$ cat src/tdc_pkg.sv
`timescale 1ns / 1ps
`default_nettype none
package tdc_pkg;

  localparam logic [1:0] MODE_IDLE  = 2'd0;
  localparam logic [1:0] MODE_6IN4  = 2'd1;
  localparam logic [1:0] MODE_UDP   = 2'd2;
  localparam logic [1:0] MODE_OTHER = 2'd3;

  localparam logic [2:0] TT_NONE     = 3'd0;
  localparam logic [2:0] TT_IP6_IP   = 3'd1;
  localparam logic [2:0] TT_IP4_UDP  = 3'd2;
  localparam logic [2:0] TT_IP6_UDP  = 3'd3;
  localparam logic [2:0] TT_IP4_AYI  = 3'd4;
  localparam logic [2:0] TT_IP6_AYI  = 3'd5;

  localparam logic [7:0] PROTO_ICMP = 8'd1;
  localparam logic [7:0] PROTO_TCP  = 8'd6;
  localparam logic [7:0] PROTO_UDP  = 8'd17;
  localparam logic [7:0] PROTO_IPV6 = 8'd41;

  localparam logic [1:0] REG_IP_EN   = 2'd0;
  localparam logic [1:0] REG_UDP_EN  = 2'd1;
  localparam logic [1:0] REG_ALL_PRT = 2'd2;

  localparam int PADDR_W = 4;

  typedef struct packed {
    logic        ip_en;
    logic        udp_en;
    logic        all_ports;
  } cfg_t;

  typedef struct packed {
    logic        op;
    logic [15:0] port_number;
    logic        port_flag;
    logic [7:0]  data_byte;
    logic        first_byte;
    logic        last_byte;
    logic [7:0]  outer_proto;
    logic [15:0] outer_len;
    logic [15:0] cap_len;
  } item_t;

  typedef struct packed {
    logic [1:0]  mode;
    logic [15:0] plimit;
    logic [31:0] ports;
    logic [15:0] udp_len;
    logic [16:0] skip_end;
    logic [31:0] dif;
    logic [31:0] aif;
    logic        mark_src;
    logic        mark_dst;
  } snap_t;

  typedef struct packed {
    logic [2:0]  tunnel_type;
    logic [15:0] strip_length;
    logic        hdr_short;
    logic [15:0] outer_src_port;
    logic [15:0] outer_dst_port;
  } res_t;

  typedef struct packed {
    logic       hit;
    logic       is6;
    logic [5:0] hl;
  } inner_t;

  // inner header field capture: first byte, length field, protocol
  function automatic logic [31:0] capture_inner(logic [31:0] f, logic [3:0] rel,
                                                logic [7:0] b);
    logic [3:0] ver;
    logic [31:0] r;
    ver = f[31:28];
    r = f;
    if (rel == 4'd0)
      r = {b, f[23:0]};
    else if ((ver == 4'd4 && rel == 4'd2) || (ver == 4'd6 && rel == 4'd4))
      r = {f[31:24], b, f[15:0]};
    else if ((ver == 4'd4 && rel == 4'd3) || (ver == 4'd6 && rel == 4'd5))
      r = {f[31:16], b, f[7:0]};
    else if ((ver == 4'd4 && rel == 4'd9) || (ver == 4'd6 && rel == 4'd6))
      r = {f[31:8], b};
    return r;
  endfunction

  function automatic inner_t check_inner(logic [31:0] f, logic signed [18:0] avail);
    inner_t r;
    logic [3:0] ver;
    logic proto_ok;
    logic [16:0] total;
    ver = f[31:28];
    proto_ok = (f[7:0] == PROTO_UDP) || (f[7:0] == PROTO_TCP) || (f[7:0] == PROTO_ICMP);
    r = '0;
    total = '0;
    if (avail >= 19'sd20) begin
      if (ver == 4'd4) begin
        total = {1'b0, f[23:8]};
        r.hl = {f[27:24], 2'b00};
        r.hit = proto_ok && ($signed({2'b00, total}) == avail);
      end else if (ver == 4'd6 && avail > 19'sd40) begin
        total = {1'b0, f[23:8]} + 17'd40;
        r.hl = 6'd40;
        r.is6 = 1'b1;
        r.hit = proto_ok && ($signed({2'b00, total}) == avail);
      end
    end
    return r;
  endfunction

endpackage
`default_nettype wire

$ cat src/tdc_cfg_regs.sv
`timescale 1ns / 1ps
`default_nettype none
module tdc_cfg_regs (
  input  wire logic                        clk,
  input  wire logic                        rst,
  input  wire logic                        psel,
  input  wire logic                        penable,
  input  wire logic                        pwrite,
  input  wire logic [tdc_pkg::PADDR_W-1:0] paddr,
  input  wire logic [31:0]                 pwdata,
  output logic [31:0]                      prdata,
  output logic                             pready,
  output tdc_pkg::cfg_t                    cfg
);
  import tdc_pkg::*;

  logic wr;

  assign pready = 1'b1;
  assign wr = psel && penable && pwrite;

  always_ff @(posedge clk) begin
    if (rst) begin
      cfg <= '0;
    end else if (wr) begin
      unique case (paddr[3:2])
        REG_IP_EN:   cfg.ip_en     <= pwdata[0];
        REG_UDP_EN:  cfg.udp_en    <= pwdata[0];
        REG_ALL_PRT: cfg.all_ports <= pwdata[0];
        default: ;
      endcase
    end
  end

  always_comb begin
    prdata = '0;
    unique case (paddr[3:2])
      REG_IP_EN:   prdata[0] = cfg.ip_en;
      REG_UDP_EN:  prdata[0] = cfg.udp_en;
      REG_ALL_PRT: prdata[0] = cfg.all_ports;
      default:     prdata = '0;
    endcase
  end
endmodule
`default_nettype wire

$ cat config.mk
export PLATFORM = sky130hd
export DESIGN_NAME = tdc_cfg_regs
export DESIGN_NICKNAME = d
export VERILOG_FILES = /design/src/tdc_pkg.sv /design/src/tdc_cfg_regs.sv
export SDC_FILE = /design/constraint.sdc
export NUM_CORES = 1
export LEC_CHECK = 0
export ABC_AREA = 1
export BUFFER_PORTS_ARGS = -buffer_cell sky130_fd_sc_hd__buf_2
export CAP_MARGIN = 15
export CORE_MARGIN = 5
export CORE_UTILIZATION = 27
export DETAILED_ROUTE_END_ITERATION = 7
export HOLD_SLACK_MARGIN = 0.15
export PLACE_DENSITY = 0.83
export SLEW_MARGIN = 40
export SYNTH_ARGS = -nofsm -noshare
export SYNTH_HDL_FRONTEND = slang
export SYNTH_SLANG_ARGS = --single-unit
$ cat constraint.sdc
create_clock -name clk -period 1.1 [get_ports clk]
set_clock_uncertainty 0.15 [all_clocks]
set_input_delay 0.055 -clock clk [delete_from_list [all_inputs] [get_ports clk]]
set_output_delay 0.055 -clock clk [all_outputs]
set_load 0.01 [all_outputs]
==> metrics.yaml <==
cts-root-buf: "clkbuf_4"
die-area_um2: 2450
coreArea_um2: 1490
n_fill_cell: 165
timing.setup.critical_path_class: "flop to output port"
die_x_um: 49.5
fin_crit_ps: 1030
vias_per_cell: 3.34
regArea_um2: 60.1
cts_setup_buffers: 0
first_global_vias: 288
ys_ff_latch: 3
regMostFlops: "cfg"
crit_chain: "nand2_1 > nand3_1 > buf_2"
peakVddDrop_v: 0.000256
comb_power_share_pct: 26.6
grt_pass1_wl_um: 1140
worstSetupStartpointType: "flop"
netSwitchingPower_mw: 0.135
die_h_um: 49.5
critPathCaptureType: "output port"
syn_inst: 63
finalNetCount: 123
totalWireLength_um: 782
ant_nets: 0
fmax_mhz: 966
finalMaxSlewViolations: 0
hold_violations: 0
place_congestion: 0.748
seq_power_share_pct: 27.3
path_clk_slew_ps: 40
multi_input_area_um2: 215
required_ps: 890
ys_types: 9
grt-ovfl-total: 0
maxCapViolCount: 0
dr.pass1.iters: 1
rows: 14
wire_per_inst_um: 8.06
cts_hold_buf: 5
drt_iter0_drc: 0
grt_max_degree: 7
cts_tree: "yes"
io_pins: 77
antenna_found_initial: 0
power_frac_clock_pct: 46.1
cts_buffers: 3
finalPower_mw: 0.415
timing.reg2reg.setup_slack_ps: 350
holdCritPathClass: "input pin to flop"
power_density_nw_per_um2: 916
port_buffers: 11
drive_above_1_share_pct: 19.8
n_antenna_cell: 0
dpl.hpwl_um: 629
clock-sinks: 3
cpMaxStageDelayCell: "dfxtp_1"
finalSetupViolCount: 0
drc: 0
synthTopCellsByArea: "buf_4, dfxtp_1, nand2_1, nor2_1, nand3_1"
final.setup.tns_ps: 0
top_regs: "cfg x3"
cellLeakagePower_nw: 0.316
synth_top_area_cell: "buf_4"
synth.avg_cell_area_um2: 6.69
fin_util_pct: 30.4
status: "completed"
ys_seq_area_share_pct: 14.2
clockBufferDepth: 2
crit_path_max_fanout: 3
power.internal_mw: 0.280
slowest_delay_ps: 340
yosysWarningCount: 0
grtUsageTotal_pct: 6.17
vias: 324
cts_max_level: 1
crit_arrival_ps: 830
synth_area_um2: 422
largest_reg_flops: 3
syn2layout_area_growth_pct: 7.42
initial_core_util_pct: 28.3
power.share.switching_pct: 32.5
period_share_pct: 94.1
clk_latency_ps: 230
synth_top_area_share_pct: 57.0
rsz0062_at_grt: "false"
[worst max-delay path, delay by kind of cell, from the launching register on]
kind / cells / cell delay [ps]
buffers and inverters: 1 / 120
and+or+nand+nor: 2 / 140
DFF: 1 / 340
[placed cells by master (no fill, tap or decap), drive strengths merged]
| cell | count |
|---|---|
| a21oi | 3 |
| buf | 11 |
| clkbuf | 4 |
| conb | 32 |
| dfxtp | 3 |
| dlygate4sd3 | 2 |
| dlymetal6s4s | 3 |
| inv | 5 |
| nand2 | 7 |
| nand3 | 4 |
| nor2 | 7 |
[metrics by stage]
step	hold WS [ps]	cells	cell area, µm²	worst slack, ps
6_report	117	97	453	65.0
5_1_grt	137	97	453	2.52
4_1_cts	110	97	445	10.6
3_5_place_dp	186	88	369	265
3_3_place_gp	171	88	369	279
2_1_floorplan	72.4	93	534	338
[layout make-up]
class,count,share of cell area [%]
inverters,5,4.14
clock buffers,4,5.80
multi-input cells,53,47.5
flip-flops and latches,3,13.3
repair buffers,16,24.9
well taps,16,4.42
[synthesized netlist by cell type]
library cell / instances
nor2_4: 1
inv_1: 5
dfxtp_1: 3
conb_1: 2
nand2_1: 7
nand3_1: 4
a21oi_1: 3
buf_4: 32
nor2_1: 6
[final timing paths]
path	from	end	cells after the start
worst min register to register	cfg[2]	cfg[2]	2
worst max-delay path	cfg[2]	prdata[0]	3
worst max register to register	cfg[1]	cfg[1]	2
worst min-delay path	penable	cfg[2]	5
[power groups by stage]
| stage | Clock, mW | Combinational (mW) | Sequential [mW] |
|---|---|---|---|
| after floorplan | 0 | 0.154 | 0.116 |
| after global placement | 0 | 0.0885 | 0.115 |
| after detailed placement | 0 | 0.0898 | 0.115 |
| after CTS | 0.201 | 0.104 | 0.113 |
| after global routing | 0.216 | 0.124 | 0.114 |
| final | 0.191 | 0.110 | 0.113 |
[logic make-up after synthesis]
kind of cell    count (synthesis)  share of synthesized area [%]
buf+inv                        37                           61.4
simple gates                   18                           19.0
compound gates                  3                           3.56
flops                           3                           14.2
other cells                     2                           1.78
[layer usage]
metal	up-vias	wire, µm	track usage [%]
li1	162	-	-
met1	133	216	4.20
met2	29	381	10.6
met3	0	184	5.42
met4	0	0	3.93
met5	-	0	0
[timing repair]
item | CTS | global route
gates resized for setup | 0 | 4
hold endpoints to repair | 3 | 2
setup endpoints to repair | 0 | 3
(Power assumes the default switching activity.)
