### src/tdc_pkg.sv
`timescale 1ns / 1ps
`default_nettype none
package tdc_pkg;

  localparam logic [1:0] MODE_IDLE  = 2'd0;
  localparam logic [1:0] MODE_6IN4  = 2'd1;
  localparam logic [1:0] MODE_UDP   = 2'd2;
  localparam logic [1:0] MODE_OTHER = 2'd3;

  localparam logic [2:0] TT_NONE     = 3'd0;
  localparam logic [2:0] TT_IP6_IP   = 3'd1;
  localparam logic [2:0] TT_IP4_UDP  = 3'd2;
  localparam logic [2:0] TT_IP6_UDP  = 3'd3;
  localparam logic [2:0] TT_IP4_AYI  = 3'd4;
  localparam logic [2:0] TT_IP6_AYI  = 3'd5;

  localparam logic [7:0] PROTO_ICMP = 8'd1;
  localparam logic [7:0] PROTO_TCP  = 8'd6;
  localparam logic [7:0] PROTO_UDP  = 8'd17;
  localparam logic [7:0] PROTO_IPV6 = 8'd41;

  localparam logic [1:0] REG_IP_EN   = 2'd0;
  localparam logic [1:0] REG_UDP_EN  = 2'd1;
  localparam logic [1:0] REG_ALL_PRT = 2'd2;

  localparam int PADDR_W = 4;

  typedef struct packed {
    logic        ip_en;
    logic        udp_en;
    logic        all_ports;
  } cfg_t;

  typedef struct packed {
    logic        op;
    logic [15:0] port_number;
    logic        port_flag;
    logic [7:0]  data_byte;
    logic        first_byte;
    logic        last_byte;
    logic [7:0]  outer_proto;
    logic [15:0] outer_len;
    logic [15:0] cap_len;
  } item_t;

  typedef struct packed {
    logic [1:0]  mode;
    logic [15:0] plimit;
    logic [31:0] ports;
    logic [15:0] udp_len;
    logic [16:0] skip_end;
    logic [31:0] dif;
    logic [31:0] aif;
    logic        mark_src;
    logic        mark_dst;
  } snap_t;

  typedef struct packed {
    logic [2:0]  tunnel_type;
    logic [15:0] strip_length;
    logic        hdr_short;
    logic [15:0] outer_src_port;
    logic [15:0] outer_dst_port;
  } res_t;

  typedef struct packed {
    logic       hit;
    logic       is6;
    logic [5:0] hl;
  } inner_t;

  // inner header field capture: first byte, length field, protocol
  function automatic logic [31:0] capture_inner(logic [31:0] f, logic [3:0] rel,
                                                logic [7:0] b);
    logic [3:0] ver;
    logic [31:0] r;
    ver = f[31:28];
    r = f;
    if (rel == 4'd0)
      r = {b, f[23:0]};
    else if ((ver == 4'd4 && rel == 4'd2) || (ver == 4'd6 && rel == 4'd4))
      r = {f[31:24], b, f[15:0]};
    else if ((ver == 4'd4 && rel == 4'd3) || (ver == 4'd6 && rel == 4'd5))
      r = {f[31:16], b, f[7:0]};
    else if ((ver == 4'd4 && rel == 4'd9) || (ver == 4'd6 && rel == 4'd6))
      r = {f[31:8], b};
    return r;
  endfunction

  function automatic inner_t check_inner(logic [31:0] f, logic signed [18:0] avail);
    inner_t r;
    logic [3:0] ver;
    logic proto_ok;
    logic [16:0] total;
    ver = f[31:28];
    proto_ok = (f[7:0] == PROTO_UDP) || (f[7:0] == PROTO_TCP) || (f[7:0] == PROTO_ICMP);
    r = '0;
    total = '0;
    if (avail >= 19'sd20) begin
      if (ver == 4'd4) begin
        total = {1'b0, f[23:8]};
        r.hl = {f[27:24], 2'b00};
        r.hit = proto_ok && ($signed({2'b00, total}) == avail);
      end else if (ver == 4'd6 && avail > 19'sd40) begin
        total = {1'b0, f[23:8]} + 17'd40;
        r.hl = 6'd40;
        r.is6 = 1'b1;
        r.hit = proto_ok && ($signed({2'b00, total}) == avail);
      end
    end
    return r;
  endfunction

endpackage
`default_nettype wire

### src/tdc_classify.sv
`timescale 1ns / 1ps
`default_nettype none
module tdc_classify (
  input  wire logic           clk,
  input  wire logic           rst,
  input  wire tdc_pkg::cfg_t  cfg,
  input  wire logic           snap_valid,
  input  wire tdc_pkg::snap_t snap,
  output logic                snap_take,
  output logic                out_valid,
  output tdc_pkg::res_t       out_data,
  input  wire logic           out_ready
);
  import tdc_pkg::*;

  logic [15:0]        m;
  logic signed [18:0] dl;
  logic signed [18:0] d2;
  inner_t             direct;
  inner_t             ayiya;
  res_t               res;

  assign snap_take = snap_valid && (!out_valid || out_ready);

  always_comb begin
    m  = (snap.udp_len < snap.plimit) ? snap.udp_len : snap.plimit;
    dl = $signed({3'b000, m}) - 19'sd8;
    d2 = dl - $signed({2'b00, snap.skip_end}) + 19'sd8;
    direct = check_inner(snap.dif, dl);
    ayiya  = check_inner(snap.aif, d2);

    res = '0;
    if (snap.mode == MODE_6IN4 && cfg.ip_en) begin
      if (snap.plimit < 16'd40) begin
        res.hdr_short = 1'b1;
      end else begin
        res.tunnel_type  = TT_IP6_IP;
        res.strip_length = 16'd40;
      end
    end else if (snap.mode == MODE_UDP && cfg.udp_en && snap.plimit >= 16'd8) begin
      if (cfg.all_ports || snap.mark_src || snap.mark_dst) begin
        if (direct.hit) begin
          res.tunnel_type  = direct.is6 ? TT_IP6_UDP : TT_IP4_UDP;
          res.strip_length = 16'd8 + {10'd0, direct.hl};
        end else if (dl >= 19'sd8 && d2 > 19'sd0 && ayiya.hit) begin
          res.tunnel_type  = ayiya.is6 ? TT_IP6_AYI : TT_IP4_AYI;
          res.strip_length = snap.skip_end[15:0] + {10'd0, ayiya.hl};
        end
        if (res.tunnel_type != TT_NONE) begin
          res.outer_src_port = snap.ports[31:16];
          res.outer_dst_port = snap.ports[15:0];
        end
      end
    end
  end

  always_ff @(posedge clk) begin
    if (rst) begin
      out_valid <= 1'b0;
    end else if (snap_take) begin
      out_valid <= 1'b1;
    end else if (out_ready) begin
      out_valid <= 1'b0;
    end
  end

  always_ff @(posedge clk) begin
    if (snap_take) out_data <= res;
  end
endmodule
`default_nettype wire

### config.mk
export PLATFORM = sky130hd
export DESIGN_NAME = tdc_classify
export DESIGN_NICKNAME = d
export VERILOG_FILES = /design/src/tdc_pkg.sv /design/src/tdc_classify.sv
export SDC_FILE = /design/constraint.sdc
export NUM_CORES = 1
export LEC_CHECK = 0
export ABC_AREA = 1
export BUFFER_PORTS_ARGS = -buffer_cell sky130_fd_sc_hd__clkbuf_2
export CORE_MARGIN = 2
export CORE_UTILIZATION = 54
export DETAILED_ROUTE_END_ITERATION = 16
export PLACE_DENSITY = 0.91
export SLEW_MARGIN = 20
export SYNTH_ARGS = -nofsm -noshare
export SYNTH_HDL_FRONTEND = slang
export SYNTH_SLANG_ARGS = --single-unit
### constraint.sdc
create_clock -name clk -period 10.3 [get_ports clk]
set_input_delay 2.06 -clock clk [delete_from_list [all_inputs] [get_ports clk]]
set_output_delay 2.06 -clock clk [all_outputs]
set_load 0.02 [all_outputs]
==> results list <==
- Final Skew: 0.00349 ns
* Number of enable flip-flop cells after synthesis: 52
* #FFs+latches synth: 53
- Compared with the post-synthesis result, the final layout area differs by 18.3%.
* Power Dens Cells: 109 nW/um^2
- IR Drop Worst-Case VDD: roughly 0.059 mV
- In the layout the commonest cells are 257 x sky130_fd_sc_hd__nand2_1, 209 x sky130_fd_sc_hd__clkbuf_2, 187 x sky130_fd_sc_hd__inv_1, 111 x sky130_fd_sc_hd__nor2_1, 100 x sky130_fd_sc_hd__nand3_1.
* # Post-CTS Setup Buffers: 0
- Antenna Diode Count: 0
- At the pin with the least slew margin, the transition time is 1.00 ns.
- The floorplan step defined a die boundary enclosing 14100 um^2.
* Number of failing setup endpoints in the final timing report: 0
- The cell family contributing the most delay on the critical path is simple AND/OR/NAND/NOR gates.
* Synthesized net count: approximately 1300
* Width of the die: 119 um
- Primary FF master, synth: sky130_fd_sc_hd__edfxtp_1
- The count of nets left with antenna violations once routing finished came out at 0.
* Fraction of layout instances using a drive strength above 1: 0.231
- Most common library cell in the layout ignoring fill and taps: sky130_fd_sc_hd__nand2_1
- Post-Layout Cell Count: 1433
- Number of hold buffers added after CTS: 0
* Buffers & Inverters on Critical Path: 5
- The cell sitting at the root of the clock tree is a sky130_fd_sc_hd__clkbuf_16.
- Switching pwr: a little under 400 uW
- Antenna violations before repair: 1
* Fraction of power consumed by sequential logic: 0.273
- Ratio of routed vias to standard cells: 5.18
* Setup Total Neg Slack: 0 ns
- Post-synthesis cell area: about 7100 um^2
* Area of the placeable core: between 10000 and 15000 um^2
- Routability Congestion: 0.932
- The final route contains 7424 vias.
- Max FO, Critical Path: 23
* Vertical die dimension: approximately 120 um
- Dividing the final minimum period by the clock period gives 0.864.
- Unique masters post-synth: 45
- Startpoint Class: primary input
* Largest net degree at the start of global routing: between 50 and 60
* Initial drt markers: 413
* Worst setup path category: in -> reg
- I/O Buffers: 209
* Run status: finished, final reports clean
* Syn. warnings: 0
- Cell internal pwr: 522 uW
* Worst skew pair latency: 0.28 ns
* Clock sink count: 53
- The via count of the first global-routing pass was 6841.
- Most prevalent standard cell on the critical path: sky130_fd_sc_hd__nand2_1
- Number of placement rows: between 40 and 50
- In this run, placement finished with an instance count of 1425.
- Average routed wire per standard cell: 13.5 um
* HP Class: reg -> reg
- For this run, the slowest stage of the critical path takes approximately 0.47 ns.
* Setup repair after global routing missed its margin: false
- Counting along the longest clock path gives a buffer depth of 2.
* Timing-limited maximum frequency: roughly 0.11 GHz
- Required time worst endpoint: 10.32 ns
- The number of max-slew violations in the final report came to 0.
* Final Hold Violating Endpoints: 0
* Overflow left after global routing: 0
- Among all stages on the critical path, the largest delay is contributed by sky130_fd_sc_hd__o31ai_1.
- Clock tree from TritonCTS: yes
- Setup slack after layout: 1.40 ns
- Of the total power, the share spent switching nets is 0.430.
- Overall power consumption after layout is estimated at approximately 920 uW.
- Relative slew slack: 0.330
- Before antenna repair, the detailed router went through 5 iterations.
* Post-detailed-placement half-perimeter wirelength: 16900 um
- The share of the Yosys chip area taken by registers is 0.222.
- Across every metal layer, demand over resource in global routing totals 0.271.
* Total clock buffers created by CTS: 5
* Critical Path AT: 8.93 ns
- Placement Setup Slack: between 1 and 1.5 ns
- Clock-pin slew was measured on the worst setup and hold paths at 0.06 ns.
* I/O pins: 210
- Of the total power, combinational logic draws 0.559.
- The tool flagged a number of max-cap violations equal to 0.
* Global-route wire length before repair: 31500 um
* Proportion of power drawn by the clock network: 0.168
* Fillers: 1176
- For this configuration, the core starts out at a cell density of 0.560.
- Once the clock tree was built, the resizer swapped 0 gates to a different size.
* Synthesized area per cell: 6.74 um^2
* Leakage power of the design: 4.56 nW
- Minimum period implied by the final worst setup slack: 8.90 ns
- Count of nets after finishing: about 1500
- Post-synthesis instance total: 1056
- After synthesis, the share of flip-flops with an asynchronous set or reset is 0.
- The final layout contains routed wiring with a total length of 19300 um.
- CP endpoint kind: register
- After detailed routing, the number of remaining DRC violations is 0.
- # H-tree levels: 2
-- path summary, 6_finish.rpt --
check | from | to | slack (ns) | cells past startpoint
hold / removal | out_valid | out_valid | 0.50 | 2
hold reg to reg | out_valid | out_valid | 0.50 | 2
setup / recovery | snap[146] | out_data[48] | 1.40 | 40
setup reg to reg | out_valid | out_data[46] | 8.91 | 2
-- power groups by stage --
stage	Sequential, mW	Clock (mW)	Combinational [mW]
detailed placement	0.255	0	0.504
CTS	0.250	0.158	0.507
floorplan	0.270	0	0.362
global route	0.251	0.169	0.581
global placement	0.254	0	0.497
finish	0.250	0.154	0.511
-- layout make-up --
cell class,instances,area [um^2],share of cell area
inverters,189,709,0.0843
well taps,172,215,0.0256
multi-input cells,801,4720,0.561
clock buffers,7,133,0.0158
clock inverters,1,7.51,0.000892
repair buffers,210,1050,0.125
flip-flops and latches,53,1580,0.188
-- synthesized netlist by cell type, types with 4 or more instances --
| library cell | instances | area (um^2) |
|---|---|---|
| sky130_fd_sc_hd__nor3b_1 | 5 | 37.5 |
| sky130_fd_sc_hd__a21boi_2 | 30 | 338 |
| sky130_fd_sc_hd__nor4_1 | 4 | 25.0 |
| sky130_fd_sc_hd__nor3_1 | 20 | 100 |
| sky130_fd_sc_hd__nand4_1 | 36 | 225 |
| sky130_fd_sc_hd__xnor2_1 | 7 | 61.3 |
| sky130_fd_sc_hd__nor2_4 | 6 | 67.6 |
| sky130_fd_sc_hd__ha_1 | 60 | 751 |
| sky130_fd_sc_hd__buf_6 | 6 | 67.6 |
| sky130_fd_sc_hd__o21ai_0 | 16 | 80.1 |
| sky130_fd_sc_hd__nand3b_1 | 15 | 113 |
| sky130_fd_sc_hd__nand3_2 | 4 | 40.0 |
| sky130_fd_sc_hd__edfxtp_1 | 52 | 1560 |
| sky130_fd_sc_hd__buf_4 | 7 | 52.6 |
| sky130_fd_sc_hd__nor2_1 | 111 | 417 |
| sky130_fd_sc_hd__nand3_1 | 100 | 500 |
| sky130_fd_sc_hd__a21oi_1 | 32 | 160 |
| sky130_fd_sc_hd__nand2_2 | 18 | 113 |
| sky130_fd_sc_hd__nand2_1 | 257 | 965 |
| sky130_fd_sc_hd__inv_1 | 187 | 702 |
| sky130_fd_sc_hd__xor2_1 | 36 | 315 |
-- metrics by stage --
stage | area (um^2) | hold slack [ns] | util
after CTS | 8420 | 0.509 | 0.662
final | 8420 | 0.503 | 0.662
after global placement | 8280 | 0.491 | 0.651
after detailed placement | 8280 | 0.502 | 0.651
after global routing | 8420 | 0.557 | 0.662
after floorplan | 7120 | 0.541 | -
-- worst reg2reg max path: cells and delay by family (launching register included) --
kind,cells,cell delay [ns]
buffers and inverters,1,0.52
flip-flops,1,0.34
AO/OA/AOI/OAI,1,0.14
-- routing by layer --
layer / global-route usage / vias to the layer above / wire length (um)
li1: - / 3840 / -
met1: 0.354 / 3281 / 8530
met2: 0.474 / 264 / 9120
met3: 0.0220 / 37 / 1110
met4: 0.0900 / 2 / 527
met5: 0 / - / 12
-- flip-flops by register name (all words and copies together), names as in the netlist --
name       cells
out_valid      1
out_data      52
-- kinds of logic after synthesis --
logic type / after synthesis / synth area share
simple gates: 590 / 0.380
buf+inv: 202 / 0.117
compound gates: 103 / 0.108
fa+ha+maj: 62 / 0.111
flops: 53 / 0.222
xor+xnor: 46 / 0.0624
(Power assumes the default switching activity.)
